File: src/rtl/core/arp_pkg.sv
// shared types, constants and tables of the ar archive member parser
// no dependencies; imported by every module of the block
`default_nettype none

package arp_pkg;

  localparam int POSITION_BITS = 34;
  localparam int SIZE_BITS     = 34;
  localparam int OFFSET_BITS   = 34;
  localparam int FCNT_BITS     = 6;
  localparam int NAME_BYTES    = 16;

  localparam int MAGIC_LAST    = 7;
  localparam int NAME_LAST     = 15;
  localparam int SIZE_FIRST    = 48;
  localparam int SIZE_LAST     = 57;
  localparam int TRAILER_FIRST = 58;
  localparam int HEADER_LAST   = 59;

  localparam int QUEUE_DEPTH   = 4;
  localparam int QPTR_BITS     = $clog2(QUEUE_DEPTH);
  localparam int QCOUNT_BITS   = $clog2(QUEUE_DEPTH + 1);

  // parser phases
  localparam logic [1:0] PH_MAGIC  = 2'd0;
  localparam logic [1:0] PH_HEADER = 2'd1;
  localparam logic [1:0] PH_DATA   = 2'd2;
  localparam logic [1:0] PH_PAD    = 2'd3;

  // size field parse states
  localparam logic [2:0] SP_WS       = 3'd0;
  localparam logic [2:0] SP_PLUS     = 3'd1;
  localparam logic [2:0] SP_MINUS    = 3'd2;
  localparam logic [2:0] SP_DIG_POS  = 3'd3;
  localparam logic [2:0] SP_DIG_NEG  = 3'd4;
  localparam logic [2:0] SP_DONE_POS = 3'd5;
  localparam logic [2:0] SP_DONE_NEG = 3'd6;
  localparam logic [2:0] SP_FAIL     = 3'd7;

  // final status codes
  localparam logic [2:0] ST_OK            = 3'd0;
  localparam logic [2:0] ST_BAD_MAGIC     = 3'd1;
  localparam logic [2:0] ST_TRUNCATED     = 3'd2;
  localparam logic [2:0] ST_BAD_TRAILER   = 3'd3;
  localparam logic [2:0] ST_BAD_SIZE      = 3'd4;
  localparam logic [2:0] ST_OUT_OF_BOUNDS = 3'd5;

  localparam logic KIND_RECORD = 1'b0;
  localparam logic KIND_FINAL  = 1'b1;

  localparam logic [7:0] CH_SPACE    = 8'h20;
  localparam logic [7:0] CH_TAB      = 8'h09;
  localparam logic [7:0] CH_CR       = 8'h0D;
  localparam logic [7:0] CH_SLASH    = 8'h2F;
  localparam logic [7:0] CH_PLUS     = 8'h2B;
  localparam logic [7:0] CH_MINUS    = 8'h2D;
  localparam logic [7:0] CH_ZERO     = 8'h30;
  localparam logic [7:0] CH_NINE     = 8'h39;
  localparam logic [7:0] CH_BACKTICK = 8'h60;
  localparam logic [7:0] CH_NEWLINE  = 8'h0A;

  // one queue entry: a member record, a final status, or both
  typedef struct packed {
    logic                   has_record;
    logic                   has_final;
    logic [63:0]            name_lo;
    logic [63:0]            name_hi;
    logic [4:0]             name_len;
    logic [OFFSET_BITS-1:0] offset;
    logic [SIZE_BITS-1:0]   size;
    logic [2:0]             status;
  } arp_event_t;

  function automatic logic [7:0] magic_byte(input logic [2:0] idx);
    logic [7:0] b;
    unique case (idx)
      3'd0:    b = 8'h21;
      3'd1:    b = 8'h3C;
      3'd2:    b = 8'h61;
      3'd3:    b = 8'h72;
      3'd4:    b = 8'h63;
      3'd5:    b = 8'h68;
      3'd6:    b = 8'h3E;
      3'd7:    b = 8'h0A;
      default: b = 8'h00;
    endcase
    return b;
  endfunction

  function automatic logic [7:0] sym64_byte(input logic [2:0] idx);
    logic [7:0] b;
    unique case (idx)
      3'd0:    b = 8'h2F;
      3'd1:    b = 8'h53;
      3'd2:    b = 8'h59;
      3'd3:    b = 8'h4D;
      3'd4:    b = 8'h36;
      3'd5:    b = 8'h34;
      3'd6:    b = 8'h2F;
      default: b = 8'h00;
    endcase
    return b;
  endfunction

endpackage

`default_nettype wire

File: src/rtl/core/arp_front.sv
// front end: takes archive bytes, tracks magic, headers and data, and
// classifies each byte into record and final status events; uses arp_pkg
`default_nettype none

module arp_front
  import arp_pkg::*;
(
  input  wire logic       clk,
  input  wire logic       rst,
  input  wire logic       accept,
  input  wire logic [7:0] data_byte,
  input  wire logic       end_of_data,
  output logic            push,
  output arp_event_t      evt
);

  logic [1:0]               phase, phase_next;
  logic [POSITION_BITS-1:0] pos, pos_next;
  logic [FCNT_BITS-1:0]     fcnt, fcnt_next;
  logic [7:0]               name_buf [NAME_BYTES];
  logic [SIZE_BITS-1:0]     size_acc, size_acc_next;
  logic [2:0]               sp_state, sp_state_next;
  logic [SIZE_BITS-1:0]     remaining, remaining_next;
  logic [2:0]               err, err_next;
  logic                     trailer_bad, trailer_bad_next;
  logic                     pad_pending, pad_pending_next;
  logic [4:0]               trim_len, trim_len_next;
  logic [7:0]               last_byte, last_byte_next;

  logic                     name_we;

  always_comb begin
    logic                 is_digit;
    logic                 is_space;
    logic [SIZE_BITS-1:0] digit_val;
    logic [SIZE_BITS-1:0] acc_x10;
    logic [2:0]           sp_cur;
    logic [SIZE_BITS-1:0] acc_cur;
    logic                 tb_cur;
    logic                 neg;
    logic                 posv;
    logic                 special;
    logic                 sym_match;
    logic [4:0]           len2;
    logic [127:0]         name_flat;
    logic [2:0]           st;

    phase_next       = phase;
    pos_next         = pos;
    fcnt_next        = fcnt;
    size_acc_next    = size_acc;
    sp_state_next    = sp_state;
    remaining_next   = remaining;
    err_next         = err;
    trailer_bad_next = trailer_bad;
    pad_pending_next = pad_pending;
    trim_len_next    = trim_len;
    last_byte_next   = last_byte;
    name_we          = 1'b0;
    evt              = '0;
    push             = 1'b0;

    is_digit  = (data_byte >= CH_ZERO) && (data_byte <= CH_NINE);
    is_space  = (data_byte == CH_SPACE) || ((data_byte >= CH_TAB) && (data_byte <= CH_CR));
    digit_val = SIZE_BITS'(data_byte[3:0]);
    sp_cur    = (fcnt == '0) ? SP_WS : sp_state;
    acc_cur   = (fcnt == '0) ? '0 : size_acc;
    tb_cur    = (fcnt == '0) ? 1'b0 : trailer_bad;
    acc_x10   = (acc_cur << 3) + (acc_cur << 1) + digit_val;

    neg  = (sp_state == SP_DIG_NEG) || (sp_state == SP_DONE_NEG);
    posv = (sp_state == SP_DIG_POS) || (sp_state == SP_DONE_POS);

    sym_match = 1'b1;
    for (int i = 0; i < 7; i++) begin
      if (name_buf[i] != sym64_byte(3'(i))) sym_match = 1'b0;
    end
    special = ((trim_len == 5'd1) && (name_buf[0] == CH_SLASH)) ||
              ((trim_len == 5'd2) && (name_buf[0] == CH_SLASH) && (name_buf[1] == CH_SLASH)) ||
              ((trim_len == 5'd7) && sym_match);
    // one trailing slash goes after the spaces
    len2 = ((trim_len != '0) && (last_byte == CH_SLASH)) ? trim_len - 5'd1 : trim_len;
    for (int i = 0; i < NAME_BYTES; i++) begin
      name_flat[8*i +: 8] = (5'(i) < len2) ? name_buf[i] : 8'h00;
    end

    if (accept) begin
      if (err == ST_OK) begin
        unique case (phase)
          PH_MAGIC: begin
            if (data_byte != magic_byte(fcnt[2:0])) begin
              err_next = ST_BAD_MAGIC;
            end else if (fcnt == FCNT_BITS'(MAGIC_LAST)) begin
              phase_next = PH_HEADER;
              fcnt_next  = '0;
            end else begin
              fcnt_next = fcnt + 1'b1;
            end
          end
          PH_HEADER: begin
            sp_state_next    = sp_cur;
            size_acc_next    = acc_cur;
            trailer_bad_next = tb_cur;
            if (fcnt <= FCNT_BITS'(NAME_LAST)) begin
              name_we = 1'b1;
              if (data_byte != CH_SPACE) begin
                trim_len_next  = 5'(fcnt) + 5'd1;
                last_byte_next = data_byte;
              end else if (fcnt == '0) begin
                trim_len_next = '0;
              end
            end else if ((fcnt >= FCNT_BITS'(SIZE_FIRST)) && (fcnt <= FCNT_BITS'(SIZE_LAST))) begin
              unique case (sp_cur)
                SP_WS: begin
                  if (!is_space) begin
                    if (data_byte == CH_PLUS) begin
                      sp_state_next = SP_PLUS;
                    end else if (data_byte == CH_MINUS) begin
                      sp_state_next = SP_MINUS;
                    end else if (is_digit) begin
                      sp_state_next = SP_DIG_POS;
                      size_acc_next = digit_val;
                    end else begin
                      sp_state_next = SP_FAIL;
                    end
                  end
                end
                SP_PLUS, SP_MINUS: begin
                  if (is_digit) begin
                    sp_state_next = (sp_cur == SP_PLUS) ? SP_DIG_POS : SP_DIG_NEG;
                    size_acc_next = digit_val;
                  end else begin
                    sp_state_next = SP_FAIL;
                  end
                end
                SP_DIG_POS, SP_DIG_NEG: begin
                  if (is_digit) begin
                    size_acc_next = acc_x10;
                  end else begin
                    sp_state_next = (sp_cur == SP_DIG_POS) ? SP_DONE_POS : SP_DONE_NEG;
                  end
                end
                default: begin
                end
              endcase
            end else if (fcnt == FCNT_BITS'(TRAILER_FIRST)) begin
              trailer_bad_next = (data_byte != CH_BACKTICK);
            end else if (fcnt == FCNT_BITS'(HEADER_LAST)) begin
              trailer_bad_next = tb_cur || (data_byte != CH_NEWLINE);
            end

            if (fcnt >= FCNT_BITS'(HEADER_LAST)) begin
              fcnt_next = '0;
              // trailer first, then size sign and digits
              if (trailer_bad_next) begin
                err_next = ST_BAD_TRAILER;
              end else if (!neg && !posv) begin
                err_next = ST_BAD_SIZE;
              end else if (neg && (size_acc != '0)) begin
                err_next = ST_OUT_OF_BOUNDS;
              end else begin
                if (!special) begin
                  evt.has_record = 1'b1;
                  evt.name_lo    = name_flat[63:0];
                  evt.name_hi    = name_flat[127:64];
                  evt.name_len   = len2;
                  evt.offset     = OFFSET_BITS'(POSITION_BITS'(pos + 1'b1));
                  evt.size       = size_acc;
                end
                if (size_acc != '0) begin
                  phase_next       = PH_DATA;
                  remaining_next   = size_acc;
                  pad_pending_next = size_acc[0];
                end
              end
            end else begin
              fcnt_next = fcnt + 1'b1;
            end
          end
          PH_DATA: begin
            if (remaining != '0) remaining_next = remaining - 1'b1;
            if (remaining_next == '0) phase_next = pad_pending ? PH_PAD : PH_HEADER;
          end
          default: begin
            phase_next = PH_HEADER;
          end
        endcase
      end
      pos_next = pos + 1'b1;

      if (end_of_data) begin
        st = err_next;
        if (st == ST_OK) begin
          if (phase_next == PH_MAGIC) st = ST_BAD_MAGIC;
          else if ((phase_next == PH_HEADER) && (fcnt_next != '0)) st = ST_TRUNCATED;
          else if (phase_next == PH_DATA) st = ST_OUT_OF_BOUNDS;
        end
        evt.has_final = 1'b1;
        evt.status    = st;
        // the stream ends here and the next byte opens a new archive
        phase_next       = PH_MAGIC;
        pos_next         = '0;
        fcnt_next        = '0;
        size_acc_next    = '0;
        sp_state_next    = SP_WS;
        remaining_next   = '0;
        err_next         = ST_OK;
        trailer_bad_next = 1'b0;
        pad_pending_next = 1'b0;
      end
      push = evt.has_record | evt.has_final;
    end
  end

  always_ff @(posedge clk) begin
    if (rst) begin
      phase       <= PH_MAGIC;
      pos         <= '0;
      fcnt        <= '0;
      size_acc    <= '0;
      sp_state    <= SP_WS;
      remaining   <= '0;
      err         <= ST_OK;
      trailer_bad <= 1'b0;
      pad_pending <= 1'b0;
      trim_len    <= '0;
      last_byte   <= '0;
    end else begin
      phase       <= phase_next;
      pos         <= pos_next;
      fcnt        <= fcnt_next;
      size_acc    <= size_acc_next;
      sp_state    <= sp_state_next;
      remaining   <= remaining_next;
      err         <= err_next;
      trailer_bad <= trailer_bad_next;
      pad_pending <= pad_pending_next;
      trim_len    <= trim_len_next;
      last_byte   <= last_byte_next;
    end
  end

  always_ff @(posedge clk) begin
    if (name_we) begin
      name_buf[fcnt[3:0]] <= data_byte;
    end
  end

endmodule

`default_nettype wire

File: src/rtl/core/arp_queue.sv
// short event queue between the front end and the result stage
// register based, one push and one pop a cycle; uses arp_pkg
`default_nettype none

module arp_queue
  import arp_pkg::*;
(
  input  wire logic       clk,
  input  wire logic       rst,
  input  wire logic       push,
  input  arp_event_t      wr_evt,
  input  wire logic       pop,
  output arp_event_t      head,
  output logic            empty,
  output logic            full
);

  arp_event_t             entries [QUEUE_DEPTH];
  logic [QPTR_BITS-1:0]   wr_ptr;
  logic [QPTR_BITS-1:0]   rd_ptr;
  logic [QCOUNT_BITS-1:0] count;

  assign empty = (count == '0);
  assign full  = (count == QCOUNT_BITS'(QUEUE_DEPTH));
  assign head  = entries[rd_ptr];

  always_ff @(posedge clk) begin
    if (rst) begin
      wr_ptr <= '0;
      rd_ptr <= '0;
      count  <= '0;
    end else begin
      if (push) wr_ptr <= wr_ptr + 1'b1;
      if (pop) rd_ptr <= rd_ptr + 1'b1;
      if (push && !pop) count <= count + 1'b1;
      else if (pop && !push) count <= count - 1'b1;
    end
  end

  always_ff @(posedge clk) begin
    if (push) begin
      entries[wr_ptr] <= wr_evt;
    end
  end

`ifndef ASSERT_OFF
  a_no_push_full: assert property (@(posedge clk) disable iff (rst) full |-> !push)
    else $error("request pushed into a full queue");
  a_no_pop_empty: assert property (@(posedge clk) disable iff (rst) empty |-> !pop)
    else $error("pop from an empty queue");
  a_count_up: assert property (@(posedge clk) disable iff (rst)
      (push && !pop) |=> (count == $past(count) + 1'b1))
    else $error("queue count lost a push");
`endif

endmodule

`default_nettype wire

File: src/rtl/core/arp_back.sv
// result stage: turns queued events into result requests, record before
// final status, through an output register; uses arp_pkg
`default_nettype none

module arp_back
  import arp_pkg::*;
(
  input  wire logic                    clk,
  input  wire logic                    rst,
  input  arp_event_t                   head,
  input  wire logic                    empty,
  output logic                         pop,
  output logic                         out_valid,
  input  wire logic                    out_ready,
  output logic                         result_kind,
  output logic [63:0]                  name_low_bytes,
  output logic [63:0]                  name_high_bytes,
  output logic [4:0]                   name_length,
  output logic [OFFSET_BITS-1:0]       member_data_offset,
  output logic [SIZE_BITS-1:0]         member_data_size,
  output logic [2:0]                   status,
  output logic                         last_result
);

  logic rec_done;
  logic can_load;
  logic ld_rec;
  logic ld_fin;

  assign can_load = !out_valid || out_ready;

  always_comb begin
    pop    = 1'b0;
    ld_rec = 1'b0;
    ld_fin = 1'b0;
    if (!empty && can_load) begin
      if (head.has_record && !rec_done) begin
        ld_rec = 1'b1;
        pop    = !head.has_final;
      end else begin
        ld_fin = 1'b1;
        pop    = 1'b1;
      end
    end
  end

  always_ff @(posedge clk) begin
    if (rst) begin
      out_valid <= 1'b0;
      rec_done  <= 1'b0;
    end else begin
      if (ld_rec || ld_fin) out_valid <= 1'b1;
      else if (out_ready) out_valid <= 1'b0;
      // record sent, final status of the same entry still to go
      if (ld_rec && head.has_final) rec_done <= 1'b1;
      else if (ld_fin) rec_done <= 1'b0;
    end
  end

  always_ff @(posedge clk) begin
    if (ld_rec) begin
      result_kind        <= KIND_RECORD;
      name_low_bytes     <= head.name_lo;
      name_high_bytes    <= head.name_hi;
      name_length        <= head.name_len;
      member_data_offset <= head.offset;
      member_data_size   <= head.size;
      status             <= ST_OK;
      last_result        <= 1'b0;
    end else if (ld_fin) begin
      result_kind        <= KIND_FINAL;
      name_low_bytes     <= '0;
      name_high_bytes    <= '0;
      name_length        <= '0;
      member_data_offset <= '0;
      member_data_size   <= '0;
      status             <= head.status;
      last_result        <= 1'b1;
    end
  end

endmodule

`default_nettype wire

File: src/rtl/core/ar_archive_member_parser.sv
// top level of the ar archive member parser
// depends on arp_pkg, arp_front, arp_queue and arp_back
//
// channel  direction  handshake             payload
// in       input      in_valid / in_ready   data_byte, end_of_data
// out      output     out_valid / out_ready result_kind, name_low_bytes, name_high_bytes,
//                                           name_length, member_data_offset,
//                                           member_data_size, status, last_result
//
// one archive byte is taken each cycle while in_ready is high; the front end turns
// it into an event in the same cycle; the result passes queue, then output register
// in_ready falls only when the four-entry event queue is full
// a byte that ends a header and the stream can give two results, record then final status
// rst is synchronous; a final status also sends the front end back to the magic check
`default_nettype none

module ar_archive_member_parser
  import arp_pkg::*;
(
  input  wire logic                   clk,
  input  wire logic                   rst,
  input  wire logic                   in_valid,
  output logic                        in_ready,
  input  wire logic [7:0]             data_byte,
  input  wire logic                   end_of_data,
  output logic                        out_valid,
  input  wire logic                   out_ready,
  output logic                        result_kind,
  output logic [63:0]                 name_low_bytes,
  output logic [63:0]                 name_high_bytes,
  output logic [4:0]                  name_length,
  output logic [OFFSET_BITS-1:0]      member_data_offset,
  output logic [SIZE_BITS-1:0]        member_data_size,
  output logic [2:0]                  status,
  output logic                        last_result
);

  logic       accept;
  logic       push;
  logic       pop;
  logic       q_empty;
  logic       q_full;
  arp_event_t evt;
  arp_event_t head;

  assign in_ready = !q_full;
  assign accept   = in_valid && in_ready;

  arp_front u_front (
    .clk         (clk),
    .rst         (rst),
    .accept      (accept),
    .data_byte   (data_byte),
    .end_of_data (end_of_data),
    .push        (push),
    .evt         (evt)
  );

  arp_queue u_queue (
    .clk    (clk),
    .rst    (rst),
    .push   (push),
    .wr_evt (evt),
    .pop    (pop),
    .head   (head),
    .empty  (q_empty),
    .full   (q_full)
  );

  arp_back u_back (
    .clk                (clk),
    .rst                (rst),
    .head               (head),
    .empty              (q_empty),
    .pop                (pop),
    .out_valid          (out_valid),
    .out_ready          (out_ready),
    .result_kind        (result_kind),
    .name_low_bytes     (name_low_bytes),
    .name_high_bytes    (name_high_bytes),
    .name_length        (name_length),
    .member_data_offset (member_data_offset),
    .member_data_size   (member_data_size),
    .status             (status),
    .last_result        (last_result)
  );

`ifndef ASSERT_OFF
  a_record_ok: assert property (@(posedge clk) disable iff (rst)
      (out_valid && (result_kind == KIND_RECORD)) |-> ((status == ST_OK) && !last_result))
    else $error("member record carries a status or last flag");
  a_final_clean: assert property (@(posedge clk) disable iff (rst)
      (out_valid && (result_kind == KIND_FINAL)) |->
      (last_result && (name_length == '0) && (member_data_size == '0)))
    else $error("final status carries record fields");
  a_name_len: assert property (@(posedge clk) disable iff (rst)
      out_valid |-> (name_length <= 5'd16))
    else $error("trimmed name longer than the name field");
`endif

endmodule

`default_nettype wire
File: config.mk
export PLATFORM = sky130hd
export DESIGN_NAME = ar_archive_member_parser
export DESIGN_NICKNAME = d
export VERILOG_FILES = /design/src/rtl/core/arp_pkg.sv /design/src/rtl/core/arp_front.sv /design/src/rtl/core/arp_queue.sv /design/src/rtl/core/arp_back.sv /design/src/rtl/core/ar_archive_member_parser.sv
export SDC_FILE = /design/constraint.sdc
export NUM_CORES = 2
export LEC_CHECK = 0
export BUFFER_PORTS_ARGS = -buffer_cell sky130_fd_sc_hd__buf_2
export CAP_MARGIN = 20
export CORE_MARGIN = 3
export CORE_UTILIZATION = 47
export CTS_CLUSTER_DIAMETER = 40
export DETAILED_ROUTE_END_ITERATION = 10
export GPL_ROUTABILITY_DRIVEN = 1
export PLACE_DENSITY_LB_ADDON = 0.08
export SYNTH_ARGS = -nofsm -noshare
export SYNTH_HDL_FRONTEND = slang
export SYNTH_SLANG_ARGS = --single-unit
File: constraint.sdc
create_clock -name clk -period 9.5 [get_ports clk]
set_clock_uncertainty 0.05 [all_clocks]
set_input_delay 2.85 -clock clk [delete_from_list [all_inputs] [get_ports clk]]
set_output_delay 2.85 -clock clk [all_outputs]
set_load 0.03 [all_outputs]
==> impl_metrics.py <==
metrics = {
    "run_status": {
        "status": "completed",
    },
    "clock_tree": {
        "hold_buffers": 0,
        "cts_buffers": 170,
        "clockBufferDepth": 3,
        "cts_resized": 0,
        "cts_root_buf": "clkbuf_16",
        "post_cts_buffers": 0,
        "clock_latency_ns": 0.75,
        "clkTransAtPathRegs_ns": 0.06,
        "cts_tree": "yes",
        "cts.htree.levels": 4,
        "cts.sinks": 1306,
    },
    "logic_synthesis": {
        "ys.flop_type": "edfxtp_1",
        "synth-seq-cells": 1306,
        "syn_inst": 3486,
        "yosysSeqAreaShare_pct": 69.78,
        "ys_types": 91,
        "avgSynthCellArea_um2": 15.49,
        "synthesis.nets": 3582,
        "synth_warnings": 0,
        "synth_area_leaders": "edfxtp_1, mux4_2, dfxtp_1",
        "netlist_area_mm2": 0.05400,
        "yosys.area.top_type": "edfxtp_1",
        "synth_edf_count": 1153,
        "async_reset_ff_share_pct": 0,
        "synth_top_cell_area_share_pct": 64.11,
    },
    "power_and_ir_drop": {
        "clock_power_share_pct": 37.5,
        "seqPwrFrac_pct": 42.7,
        "p_per_area_mw_per_mm2": 271.1,
        "p_leak_uw": 0.02231,
        "internal_power_uw": 11930,
        "swShare_pct": 29.49,
        "power_switching_uw": 4988,
        "vdd_drop_max_mv": 0.2122,
        "combPwrFrac_pct": 19.9,
        "power.total_uw": 16920,
    },
    "worst_setup_path": {
        "cp.required_ns": 9.87,
        "slowest_stage": "and2_4",
        "arrival_ns": 6.74,
        "worstSetupPathType": "in2reg",
        "path_max_fanout": 55,
        "crit_path_end_kind": "register",
        "crit_path_max_incr_delay_ns": 0.85,
        "path_cells": "buf_2, nor4b_1, a21boi_0, o21bai_1, a21oi_1, nand2b_1, or3_2, nand2_1, and2_4, buf_4",
        "startpoint_type": "primary input",
    },
    "global_routing": {
        "grt_max_degree": 158,
        "grt_usage_pct": 21.51,
        "overflow": 0,
        "antenna_found_initial": 2,
        "grt_pass1_wl_um": 193000,
        "grt_pass1_vias": 30980,
    },
    "cells_and_area": {
        "synthToLayoutAreaGrowth_pct": 15.52,
        "final_cells": 5361,
        "most-common-layout-cells": "edfxtp_1, nor2_1, and3_1",
        "finalNetCount": 3811,
        "layout_commonest_cell": "edfxtp_1",
        "drive_above_1_share_pct": 20.62,
        "antenna_cells": 0,
    },
    "placed_design": {
        "dp.cells": 5041,
        "place_congestion": 0.8535,
        "portBuffers": 220,
        "hpwl_um": 78560,
    },
    "detailed_routing": {
        "routed_wl_um": 127500,
        "firstDrtPassIters": 8,
        "vias": 30730,
        "viasPerCell": 5.733,
        "drc": 0,
        "postRouteAntennaNets": 0,
        "wl_per_cell_um": 23.78,
        "drt_iter0_markers": 2177,
    },
    "floorplanning": {
        "ios": 221,
        "die_w_um": 345.0,
        "die_height_um": 345.0,
        "start_util_pct": 47.68,
        "dieArea_mm2": 0.1190,
        "core_area_mm2": 0.1133,
        "fp-row-count": 123,
    },
    "worst_hold_path": {
        "min_path_type": "reg2reg",
    },
    "sta": {
        "period_share_pct": 66.99,
        "worst_pin_slew_ns": 1.080,
        "finalMaxSlewViolations": 0,
        "rsz0062_at_grt": "no",
        "setup_violations": 0,
        "setup_tns_ns": 0,
        "finalHoldViolations": 0,
        "min_period_ns": 6.364,
        "max-slew-margin-rel_pct": 27.99,
        "fmax_mhz": 157.1,
    },
    "job": {
        "drv_cap": 0,
    },
}
-- stage by stage --
step	cell area, µm²	setup WS (ns)	util [%]	hold slack, ns
global route	62380	2.829	55.08	0.4330
detailed placement	56610	2.301	49.97	0.3933
floorplan	54010	1.941	-	0.3811
global placement	56610	2.448	49.97	0.3893
finish	62380	3.136	55.08	0.4103
CTS	62340	3.106	55.03	0.4096
-- metal layers --
metal / wire length, µm / share of wire (%) / track usage, %
met1: 54110 / 42 / 29.08
met2: 63880 / 50 / 35.85
met3: 6340 / 5.0 / 3.697
met4: 3100 / 2.4 / 6.584
met5: 26 / 0.020 / 0
-- logic make-up (layout without fill, tap and decap cells) --
group,Yosys count,in the layout,share of synthesized area [%]
buffers and inverters,245,620,1.853
AND/OR/NAND/NOR,1095,1095,10.97
adder cells (fa/ha/maj),83,83,1.965
AO/OA/AOI/OAI,453,453,5.229
multiplexers,213,213,8.725
flip-flops,1306,1306,69.78
XOR/XNOR,91,91,1.476
-- sequential cells by signal (all words and copies together) (netlist names), 3 cells and up, named ones only --
| register | flops |
|---|---|
| u_queue.count | 3 |
| u_front.trim_len | 5 |
| u_front.last_byte | 8 |
| u_front.fcnt | 6 |
| u_back.name_high_bytes | 64 |
| u_back.member_data_size | 34 |
| u_front.size_acc | 34 |
| u_back.member_data_offset | 34 |
| u_back.name_low_bytes | 64 |
| u_front.err | 3 |
| u_front.remaining | 34 |
| u_front.name_buf | 128 |
| u_queue.entries | 824 |
| u_front.pos | 34 |
| u_back.status | 3 |
| u_back.name_length | 5 |
| u_front.sp_state | 3 |
-- cell type report --
| type | count | area (µm²) |
|---|---|---|
| clock buffers | 196 | 4425 |
| clock inverters | 122 | 1306 |
| fillers | 9037 | 50880 |
| inverters | 38 | 150.1 |
| multi-input cells | 1935 | 15340 |
| flip-flops and latches | 1306 | 37690 |
| well taps | 1500 | 1877 |
| repair buffers | 264 | 1592 |
-- path summary, 6_finish.rpt --
check                             from                endpoint  slack (ns)  cells past startpoint
setup / recovery          data_byte[3]  u_queue.entries[3][23]        3.14                     10
hold / removal    u_front.last_byte[3]    u_front.last_byte[3]        0.41                      2
setup reg to reg       u_front.fcnt[0]    u_front.size_acc[29]        4.74                     17
hold reg to reg   u_front.last_byte[3]    u_front.last_byte[3]        0.41                      2
-- Yosys cell counts, types with 5 or more instances --
master,number
nand2_1,158
buf_1,14
nand2b_1,12
nor3_1,41
buf_2,10
nor4b_1,5
nor2b_1,13
a22o_1,9
nor2_1,251
or4_1,6
and3_1,246
or3_1,23
o41ai_1,6
xor2_1,39
a22oi_1,44
nand4b_1,7
and2_1,195
xnor2_1,52
nand4_1,22
o21a_1,12
nand3_1,43
a21oi_1,150
clkbuf_1,172
mux4_2,206
inv_1,37
o31ai_1,12
o211ai_1,7
o21bai_1,5
a21o_1,19
o21ai_0,110
dfxtp_1,153
ha_1,80
and4_1,5
a2111oi_0,12
nor4_1,29
mux2i_1,5
nand3b_1,6
a211oi_1,11
a31oi_1,19
edfxtp_1,1153
-- power groups by stage --
stage | Combinational [µW] | Sequential [µW] | Clock [µW]
after global routing | 3610 | 7280 | 6730
final | 3360 | 7220 | 6340
after global placement | 3420 | 7330 | 0
after floorplan | 1460 | 8280 | 0
after detailed placement | 3430 | 7340 | 0
after CTS | 3440 | 7230 | 6470
-- critical path, delay by kind of cell --
family | cells | cell delay [ns]
and+or+nand+nor | 5 | 2.17
buffers and inverters | 2 | 1.11
AOI/OAI and AO/OA | 3 | 0.55
(Power assumes the default switching activity.)
